===== src/rtl/core/torb_pkg.sv =====
// Package for the time-ordered release buffer: sizes, status codes and cell types.
`default_nettype none
package torb_pkg;

    // Buffer geometry
    localparam int DEPTH        = 64;
    localparam int TIME_BITS    = 48;
    localparam int PAYLOAD_BITS = 32;
    localparam int CNT_BITS     = $clog2(DEPTH + 1);

    // Result status codes
    typedef enum logic [2:0] {
        ST_RELEASED = 3'd0,
        ST_NOT_DUE  = 3'd1,
        ST_EMPTY    = 3'd2,
        ST_INSERTED = 3'd3,
        ST_FULL     = 3'd4
    } t_status;

    // Operation broadcast to every cell of the chain
    typedef enum logic [1:0] {
        OP_HOLD,
        OP_INSERT,
        OP_POP
    } t_cell_op;

    // Contents of one slot
    typedef struct packed {
        logic                    valid;
        logic [TIME_BITS-1:0]    key;
        logic [PAYLOAD_BITS-1:0] payload;
    } t_entry;

    // Common control for the chain
    typedef struct packed {
        t_cell_op op;
        t_entry   new_entry;
    } t_chain_ctl;

endpackage
`default_nettype wire


===== src/rtl/core/torb_cell.sv =====
// One slot of the sorted chain: holds an entry and shifts on insert or pop.
`default_nettype none
module torb_cell
    import torb_pkg::*;
(
    input  wire logic       i_clk,
    input  wire logic       i_rst_n,
    input  wire t_chain_ctl i_ctl,
    input  wire t_entry     i_left,     // neighbour nearer the head
    input  wire logic       i_left_gt,
    input  wire t_entry     i_right,    // neighbour nearer the tail
    output t_entry          o_entry,
    output logic            o_gt
);

    logic                    r_valid;
    logic [TIME_BITS-1:0]    r_key;
    logic [PAYLOAD_BITS-1:0] r_payload;
    t_entry                  n_entry;

    // An empty slot counts as later than any new key
    assign o_gt = !r_valid || (r_key > i_ctl.new_entry.key);

    assign o_entry = '{valid: r_valid, key: r_key, payload: r_payload};

    // Next contents
    always_comb begin
        n_entry = o_entry;
        unique case (i_ctl.op)
            OP_INSERT: begin
                if (o_gt) begin
                    n_entry = i_left_gt ? i_left : i_ctl.new_entry;
                end
            end
            OP_POP:  n_entry = i_right;
            OP_HOLD: n_entry = o_entry;
            default: n_entry = o_entry;
        endcase
    end

    always_ff @(posedge i_clk) begin
        if (!i_rst_n) begin
            r_valid <= 1'b0;
        end else begin
            r_valid <= n_entry.valid;
        end
        r_key     <= n_entry.key;
        r_payload <= n_entry.payload;
    end

endmodule
`default_nettype wire


===== config.mk =====
export PLATFORM = sky130hd
export DESIGN_NAME = torb_cell
export DESIGN_NICKNAME = d
export VERILOG_FILES = /design/src/rtl/core/torb_pkg.sv /design/src/rtl/core/torb_cell.sv
export SDC_FILE = /design/constraint.sdc
export NUM_CORES = 1
export LEC_CHECK = 0
export BUFFER_PORTS_ARGS = -buffer_cell sky130_fd_sc_hd__buf_4
export CORE_AREA = 2 2 128 130
export CTS_BUF_LIST = sky130_fd_sc_hd__clkbuf_16
export DETAILED_ROUTE_END_ITERATION = 6
export DIE_AREA = 0 0 130 132
export PLACE_DENSITY = 0.66
export SYNTH_ARGS = -nofsm -noshare
export SYNTH_HDL_FRONTEND = slang
export SYNTH_SLANG_ARGS = --single-unit

===== constraint.sdc =====
create_clock -name i_clk -period 6.6 [get_ports i_clk]
set_input_delay 0.33 -clock i_clk [delete_from_list [all_inputs] [get_ports i_clk]]
set_output_delay 0.33 -clock i_clk [all_outputs]
set_load 0.02 [all_outputs]

==> Yosys cells after proc, flatten, opt, wreduce, memory -nomap -nowiden <==
Cells that the tools add are included.
{ "word_totals": {"regBits": 81, "wordCells": 14, "out_inout_bits": 82, "inputBits": 248} }
{ "op_classes": {"order_cmp": 1, "muxes": 3, "eq_ne": 3, "n_reduce_logical": 4} }
{ "op_table": {"columns": ["operator", "n"], "rows": [
  ["81-bit two-way mux", 2],
  ["81-bit one-hot mux with 2 select lines", 1],
  ["48-bit > comparator", 1],
  ["2-bit by 1-bit == test with 1-bit output (second input constant)", 1],
  ["2-bit == test (second input constant)", 1],
  ["2-bit != test (second input constant)", 1],
  ["2-bit AND reduction", 1],
  ["2-bit nonzero test", 1],
  ["1-bit zero test", 1],
  ["1-bit logical OR", 1]
]} }

==> Longest topological paths before layout <==
Gate-level depths: netlist of run 1.
{ "depth": {"ltp_word": 4, "depth_mapped": 8, "depth_no_buf": 8} }

==> Worst setup path after synthesis of run 1 <==
Ideal clock, no wire load.
{ "synth_timing": {"kind": "register to register", "startpoint": "reg r_key[11]", "endpoint": "reg r_key[0] (enable)", "path_stages_with_launch": 8, "setup_time_ps": 545, "arrival_ps": 5658, "path_buffers": 0, "setup_slack_ps": 397, "t_required_ps": 6055, "period_less_slack_ps": 6203, "path_cell_list": "edfxtp_1 -> ha_1 -> nand4_1 -> or3_1 -> a21o_1 -> a31oi_2 -> nor3b_1 -> a21oi_1"} }
{ "synth_via": {"elab_chain_cells": 4} }
{ "synth_lines": {"columns": ["element", "line", "source"], "rows": [
  ["from (decl)", "torb_cell.sv:17", "logic [TIME_BITS-1:0] r_key;"],
  ["from (signal assigned)", "torb_cell.sv:47", "r_key <= n_entry.key;"],
  ["48-bit > comparator", "torb_cell.sv:22", "assign o_gt = !r_valid || (r_key > i_ctl.new_entry.key);"],
  ["1-bit logical OR", "torb_cell.sv:22", null],
  ["2-bit != test (no line)", null, null],
  ["2-bit AND reduction (no line)", null, null]
]} }
Every way passes these cells.
A chain may end at the register's enable or synchronous reset.

==> Worst setup path in the final report of run 1 <==
{ "layout_timing": {"startpoint": "reg r_key[45]", "endpoint": "reg r_key[39] (enable)"} }
The elaborated chain is that of the path after synthesis.

==> reports/results.txt, run 1 <==
CP arrival = 3.22 ns
Yosys top cell by area = edfxtp_1
Fill cells = 1514
Post-synth top cells = 88 x nand2_1, 85 x o21ai_0, 81 x mux2i_1
Leak pwr = 0.004029 µW
Clock root buffer = clkbuf_16
Clock Tree Buf Depth = 2
First-pass GRT wire length = 24740 µm
GRT Residual Overflow = 0
Top-area cell type share of the netlist area = 44.29%
Hpwl dp = 13040 µm
Core ar. = 0.01571 mm²
Primary FF master, synth = edfxtp_1
Net Sw Frac = 29.46%
Detailed Routing Iterations Pass 1 = 4
Clock slew at reported path FFs = 0.06 ns
Highest clock rate = 306.3 MHz
Initial antenna violation count = 0
Peak supply drop = 0.0001142 V
Clock power frac = 28.8%
Die width = 130 µm
Starting Density = 34.52%
Register area share after synthesis = 44.66%
TritonCTS clock tree = built
Final Critical Period = 3.264 ns
Most common cell in the netlist = nand2_1
Final WL = 16240 µm
Fin crit share = 49.46%
Total Nets Final = 1143
Register share of total power = 40.2%
Clk_skew = 0.008196 ns
Async SR Flop Fraction = 0%
RSZ-0062 raised after global routing = no
Multi-input gate area = 0.002704 mm²
Layout cell share with drive strength beyond 1 = 42.02%
Post-synth EDFFs = 80
TNS Setup = 0 ns
IO Pins = 330
P_int = 1191 µW
Die Footprint = 0.01716 mm²
Crit Path Category = flop to flop
FF+latch count, synth = 81
Clock sinks = 81
Port Buffers = 329
P&R area growth vs syn = 54.19%
Startpoint types = flop
Hold_ws = 0.2252 ns
Setup-violating endpoint count in the final report = 0
Area contributors post-synth = edfxtp_1 44%, mux2i_1 15%, ha_1 11%
Worst min-delay path class = input port to flop
Max-Cap Viols = 0
Overall global routing resource usage = 18.41%
H-tree depth = 3
Die height = 132 µm
Worst-skew pair later-pin latency = 0.34 ns
DR DRC count = 0
Largest net degree at the start of global routing = 89
CTS Buf Count = 9
Synth warn = 0
Cells after synthesis = 531
WL/cell = 15.21 µm
Critical Path RT = 6.55 ns
CP endpoint kind = flop
Routed vias = 4953
1st-iter DRT viols = 148
Routability cong. = 0.8402
CP Max Fanout = 80
Syn Area/Cell = 10.21 µm²
Reg area = 0.002422 mm²
Outcome = finished clean
Final Hold Fails = 0
DR vias/cell = 4.638
Postcts setup bufs = 0
Worst slew pin tran = 1.063 ns
Combinational share of power = 31.0%
Cell Area, Synth = 0.005424 mm²
Cell row count = 46
Pwr dens = 202.0 mW/mm²
Unique masters post-synth = 41
Pins Over Slew Limit = 0
Antenna-violating nets left = 0
Post-cts hold buffer count = 0
Rel. slew slack = 29.11%
Diode count = 0
P_sw = 497.6 µW
Syn nets = 827
Post-cts sizing count = 0
Number of global-route vias before repair = 5011
path summary, 6_finish.rpt:
check	startpoint	to	slack, ns	cells after the start
worst min register to register	r_valid$_SDFFE_PN0P_	r_valid$_SDFFE_PN0P_	0.67	3
worst max register to register	r_key[45]$_DFFE_PP_	r_key[39]$_DFFE_PP_	3.34	8
worst min-delay path	i_rst_n	r_valid$_SDFFE_PN0P_	0.23	2
worst max-delay path	r_key[45]$_DFFE_PP_	r_key[39]$_DFFE_PP_	3.34	8
per-stage QoR:
| step | total power [µW] | std cells | util [%] | instance area [µm²] | worst slack [ns] |
|---|---|---|---|---|---|
| final | 1689 | 1068 | 53.23 | 8363 | 3.336 |
| after global routing | 1782 | 1068 | 53.23 | 8363 | 3.101 |
| after CTS | 1713 | 1068 | 53.23 | 8363 | 3.281 |
| after detailed placement | 1221 | 1052 | 51.40 | 8077 | 3.246 |
| after global placement | 1215 | 1052 | 51.40 | 8077 | 3.386 |
| after floorplan | 957.6 | 531 | - | 5424 | 0.3973 |
final cells by class:
cell class	instances	share of cell area [%]
multi-input combinational	374	32.33
tap	216	3.232
timing repair buffer	333	29.89
clock buffer	9	2.693
sequential	81	28.96
clock inverter	7	0.7331
inverter	48	2.154
logic make-up after synthesis:
kind of cell               synth area share, %
AOI/OAI and AO/OA                        12.41
muxes                                    14.95
adders and majority gates                11.07
buffers and inverters                    5.836
xor gates and xnor gates                0.1615
and+or+nand+nor                          10.91
DFF                                      44.66
registers in the layout, summed over array words and instances, names as in the netlist:
signal,cells
r_key,48
r_payload,32
r_valid,1
layout by cell type (no fill, tap or decap), drive strengths merged, types with 2 or more instances in the layout:
| cell | synthesis | layout |
|---|---|---|
| clkbuf | 18 | 9 |
| a221o | 2 | 2 |
| nor2 | 3 | 3 |
| nor4 | 2 | 2 |
| nand3 | 9 | 9 |
| mux2i | 81 | 81 |
| edfxtp | 80 | 80 |
| a21oi | 18 | 18 |
| o21bai | 2 | 2 |
| nor2b | 2 | 2 |
| clkinv | 0 | 4 |
| a21o | 5 | 5 |
| o21ai | 86 | 86 |
| nand2 | 89 | 89 |
| nor3b | 2 | 2 |
| a2111oi | 2 | 2 |
| nor3 | 2 | 2 |
| inv | 48 | 48 |
| nand4 | 10 | 10 |
| ha | 48 | 48 |
| clkinvlp | 0 | 2 |
| buf | 10 | 333 |
power by group through the flow:
| stage | sequential, µW | clock (µW) | combinational [µW] |
|---|---|---|---|
| 2_1_floorplan | 770 | 0 | 187 |
| 3_3_place_gp | 687 | 0 | 528 |
| 3_5_place_dp | 690 | 0 | 531 |
| 4_1_cts | 679 | 501 | 533 |
| 5_1_grt | 686 | 522 | 573 |
| 6_report | 678 | 486 | 524 |
metal layers:
metal / global-route usage (%) / wire length [µm]
met1: 20.97 / 6526
met2: 32.78 / 7995
met3: 4.464 / 1318
met4: 7.228 / 402
met5: 0 / 0
critical path, cell delays in order, from the launching register on:
cell and delay [ns]:
edfxtp_1 0.40, ha_1 0.32, nand4_2 0.17, nor4_4 0.40, nand4_1 0.17, a31oi_2 0.26
nor3b_1 0.12, a21oi_4 0.15, buf_4 0.79
(Power assumes the default switching activity.)
==> run 2: changes to the inputs <==
Clock period 6.6 ns to 3.3 ns, I/O delays scaled along.
==> reports/results.txt, run 2 (synthesis gave the netlist of run 1 again) <==
Worst slew pin tran = 0.6196 ns
Initial antenna violation count = 0
Clock power frac = 30.5%
Clock Tree Buf Depth = 2
IO Pins = 330
Die width = 130 µm
Hold Path Cell Cnt = 2
CP endpoint kind = flop
Final WL = 16910 µm
Core ar. = 0.01571 mm²
P_int = 2487 µW
Min-Delay Endpoint = r_valid$_SDFFE_PN0P_
Layout cell share with drive strength beyond 1 = 43.33%
Clock root buffer = clkbuf_16
WL/cell = 15.80 µm
Power Total = 3517 µW
RSZ-0062 raised after global routing = no
Inst Count DP = 1054
CTS Buf Count = 9
H-tree depth = 3
Net Sw Frac = 29.28%
DR vias/cell = 4.651
Clk_skew = 0.006378 ns
Hpwl dp = 13820 µm
Antenna-violating nets left = 0
Register share of total power = 38.6%
Postcts setup bufs = 0
Die Footprint = 0.01716 mm²
Peak supply drop = 0.0002412 V
Largest net degree at the start of global routing = 163
Clock sinks = 81
Detailed Routing Iterations Pass 1 = 4
Overall global routing resource usage = 19.43%
Starting Density = 34.52%
Regs by FF count = r_key (48), r_payload (32), r_valid (1)
P&R area growth vs syn = 57.44%
Crit Path Category = flop to flop
Pwr dens = 411.8 mW/mm²
Cell row count = 46
CP Max Fanout = 58
P_sw = 1030 µW
HP Start = i_rst_n
Highest clock rate = 377.5 MHz
Most frequent cells in the layout = 333 x buf_4, 88 x nand2_1, 85 x o21ai_0
Startpoint types = flop
Slowest CP cell = edfxtp_1
Total Nets Final = 1145
Port Buffers = 329
Fill cells = 1492
1st-iter DRT viols = 151
Worst R2R Path Depth = 8
Post-cts hold buffer count = 0
Leak pwr = 0.004064 µW
Rel. slew slack = 58.70%
Setup-violating endpoint count in the final report = 0
Combinational share of power = 30.9%
Clock slew at reported path FFs = 0.06 ns
Most common cell after layout, fill and taps aside = buf_4
Routed vias = 4977
Final non-filler cell total = 1070
Outcome = finished clean
Worst-skew pair later-pin latency = 0.34 ns
Worst min-delay path class = input port to flop
Routability cong. = 0.8002
Max-Cap Viols = 0
Critical Path RT = 3.31 ns
Diode count = 0
Pins Over Slew Limit = 0
Number of global-route vias before repair = 4903
Slowest Stage Delay on Critical Path = 0.43 ns
Top reg by flops = r_key
Reg2reg start = r_key[31]$_DFFE_PP_
Die height = 132 µm
Reg area = 0.002422 mm²
Multi-input gate area = 0.002806 mm²
CP arrival = 2.66 ns
Slack of the worst reg-to-reg path = 0.65 ns
Final Hold Fails = 0
Post-cts sizing count = 0
Max FFs per register = 48
First-pass GRT wire length = 25390 µm
TritonCTS clock tree = built
Worst r2r dst = r_key[21]$_DFFE_PP_
GRT Residual Overflow = 0
Final Critical Period = 2.649 ns
Fin crit share = 80.27%
Cell Chain, Critical Path = ha_4 > nand4_2 > nor4_4 > a221o_1 > o21ai_1 > a21o_1 > a21oi_4 > buf_12
DR DRC count = 0
[run 2: changes by cell type in the layout (fill, tap and decap cells not counted), sizes merged]
cell and change:
clkinv -4, buf +2, inv +2, bufinv +1
clkinvlp +1
[run 2: routing by layer]
metal	wire length [µm]	global-route usage (%)
met1	6403	21.22
met2	8676	34.67
met3	1191	4.951
met5	0	0
met4	637	9.200
[run 2: layout make-up]
class                      count  share of cell area (%)
clock inverter                 7                   1.114
timing repair buffer         335                   29.74
inverter                      48                   2.110
sequential                    81                   28.37
multi-input combinational    374                   32.86
tap                          216                   3.165
clock buffer                   9                   2.637
[run 2: power groups by stage]
stage | combinational, µW | clock [µW] | sequential [µW]
final | 1090 | 1070 | 1360
after global routing | 1190 | 1140 | 1370
after CTS | 1110 | 1110 | 1360
after detailed placement | 1100 | 0 | 1380
after global placement | 1100 | 0 | 1370
after floorplan | 395 | 0 | 1530
[run 2: how the worst max path moves through the flow]
| stage | start | endpoint | slack (ns) | depth (start not counted) |
|---|---|---|---|---|
| 2_1_floorplan | r_key[11]$_DFFE_PP_ | r_key[0]$_DFFE_PP_ | -0.21 | 7 |
| 3_3_place_gp | r_key[30]$_DFFE_PP_ | r_payload[14]$_DFFE_PP_ | 0.68 | 8 |
| 3_5_place_dp | r_key[31]$_DFFE_PP_ | r_payload[14]$_DFFE_PP_ | 0.63 | 8 |
| 4_1_cts | r_key[31]$_DFFE_PP_ | r_payload[19]$_DFFE_PP_ | 0.63 | 8 |
| 5_1_grt | r_key[31]$_DFFE_PP_ | r_key[22]$_DFFE_PP_ | 0.51 | 8 |
| 6_report | r_key[31]$_DFFE_PP_ | r_key[21]$_DFFE_PP_ | 0.65 | 8 |
[run 2: metrics by stage]
stage | utilization [%] | hold slack [ns] | setup WS [ns] | cell area [µm²] | setup TNS (ns)
2_1_floorplan | - | 0.2976 | -0.2146 | 5538 | -17.17
3_5_place_dp | 52.31 | 0.3999 | 0.6332 | 8219 | 0
5_1_grt | 54.35 | 0.04793 | 0.5116 | 8539 | 0
6_report | 54.35 | 0.05246 | 0.6512 | 8539 | 0
3_3_place_gp | 52.31 | 0.4001 | 0.6822 | 8219 | 0
4_1_cts | 54.35 | 0.03857 | 0.6255 | 8539 | 0
[run 2: critical path, delay by kind of cell, from the launching register on]
kind | cells | cell delay, ns
AOI/OAI and AO/OA | 4 | 0.72
buffers and inverters | 1 | 0.30
adders and majority gates | 1 | 0.30
and+or+nand+nor | 2 | 0.51
DFF | 1 | 0.43
==> run 3: changes to the inputs <==
Clock period 3.3 ns to 2.69 ns, I/O delays scaled along.
==> reports/results.txt, run 3 (synthesis gave the netlist of run 1 again) <==
Family with the most delay on the worst path = simple AND/OR/NAND/NOR gates
Net Sw Frac = 30.60%
Total Nets Final = 1157
Final WL = 17440 µm
P_sw = 1289 µW
Worst min-delay path class = input port to flop
Placed Area = 0.008247 mm²
Number of global-route vias before repair = 4956
Overall global routing resource usage = 19.56%
Slowest CP cell = or4_1
Port Buffers = 329
Leak pwr = 0.004143 µW
WL/cell = 16.12 µm
Routability cong. = 0.8071
RSZ-0062 raised after global routing = yes
Detailed Routing Iterations Pass 1 = 4
Register share of total power = 39.6%
Regs by FF count = r_key (48), r_payload (32), r_valid (1)
DR DRC count = 0
Die width = 130 µm
IO Pins = 330
Layout cell share with drive strength beyond 1 = 44.69%
Clock power frac = 26.3%
H-tree depth = 3
Cell Chain, Critical Path = ha_4 > nand4_1 > or4_1 > nand4_1 > a31oi_4 > nor3b_4 > a21oi_4 > buf_12 > clkbuf_16
Max FFs per register = 48
Critical Path RT = 2.78 ns
Clock slew at reported path FFs = 0.06 ns
Clk_skew = 0.004650 ns
Crit path top cell by count = nand4_1
P_int = 2923 µW
Clock root buffer = clkbuf_16
Hpwl dp = 14090 µm
Fin crit share = 95.97%
Inst Count DP = 1056
Top reg by flops = r_key
GRT Residual Overflow = 0
Diode count = 0
Worst-skew pair later-pin latency = 0.33 ns
P&R area growth vs syn = 61.18%
Finished Cell Area = 0.008742 mm²
CP Max Fanout = 12
Outcome = finished clean
CP endpoint kind = flop
Peak supply drop = 0.0003916 V
Final non-filler cell total = 1082
DR vias/cell = 4.667
Pwr dens = 481.8 mW/mm²
Final Critical Period = 2.581 ns
Rel. slew slack = 62.86%
Cell row count = 46
Most common cell after layout, fill and taps aside = buf_4
Antenna-violating nets left = 0
Die Footprint = 0.01716 mm²
Setup-violating endpoint count in the final report = 0
Initial antenna violation count = 0
Worst slew pin tran = 0.5570 ns
Clock sinks = 81
Final Hold Fails = 0
Starting Density = 34.52%
Core ar. = 0.01571 mm²
Buf/Inv on CP = 2
Slowest Stage Delay on Critical Path = 0.57 ns
Clock Tree Buf Depth = 2
Post-layout util = 55.64%
Largest net degree at the start of global routing = 69
1st-iter DRT viols = 161
CP arrival = 2.67 ns
Startpoint types = flop
TritonCTS clock tree = built
Die height = 132 µm
CTS Buf Count = 9
Power Total = 4212 µW
Most frequent cells in the layout = 338 x buf_4, 88 x nand2_1, 85 x o21ai_0
Highest clock rate = 387.4 MHz
Pins Over Slew Limit = 0
Combinational share of power = 34.1%
Routed vias = 5050
First-pass GRT wire length = 25790 µm
Max-Cap Viols = 0
Crit Path Category = flop to flop
==> run 3: worst paths after layout <==
kind,from,cells after the start,to,slack [ns]
max,r_key[11]$_DFFE_PP_,9,r_key[1]$_DFFE_PP_,0.11
min,i_rst_n,2,r_valid$_SDFFE_PN0P_,0.04
max reg2reg,r_key[11]$_DFFE_PP_,9,r_key[1]$_DFFE_PP_,0.11
min reg2reg,r_valid$_SDFFE_PN0P_,3,r_valid$_SDFFE_PN0P_,0.70
==> run 3: area by class of cell <==
class	instances	area (µm²)
clock buffer	9	225.2
tap	216	270.3
fill	1472	6970
sequential	81	2422
timing repair buffer	347	2721
clock inverter	7	38.79
inverter	48	180.2
multi-input combinational	374	2884
==> run 3: per-layer routing <==
layer / track usage, % / wire length, µm / share of wire, %
met5: 0 / 0 / 0
met4: 7.109 / 459 / 2.6
met3: 4.140 / 1202 / 6.9
met2: 34.99 / 9152 / 52
met1: 22.77 / 6628 / 38
==> run 3: repair_timing <==
action	4_1_cts	5_1_grt
resized for setup	0	15
setup endpoints to repair	0	81
buffers inserted	0	7
hold buffers	0	0
==> run 3: stage by stage <==
| stage | hold slack, ns | setup TNS [ns] | setup slack [ns] |
|---|---|---|---|
| CTS | 0.03359 | 0 | 0.07544 |
| detailed placement | 0.3784 | 0 | 0.08243 |
| global route | 0.05011 | 0 | 0.0009412 |
| global placement | 0.3812 | 0 | 0.1058 |
| finish | 0.04489 | 0 | 0.1085 |
| floorplan | 0.2671 | -65.97 | -0.8246 |
==> run 3: power groups by stage <==
stage	sequential (µW)	combinational [µW]	clock, µW
6_report	1670	1440	1110
5_1_grt	1680	1570	1200
4_1_cts	1670	1370	1140
3_5_place_dp	1690	1360	0
3_3_place_gp	1680	1360	0
2_1_floorplan	1880	485	0
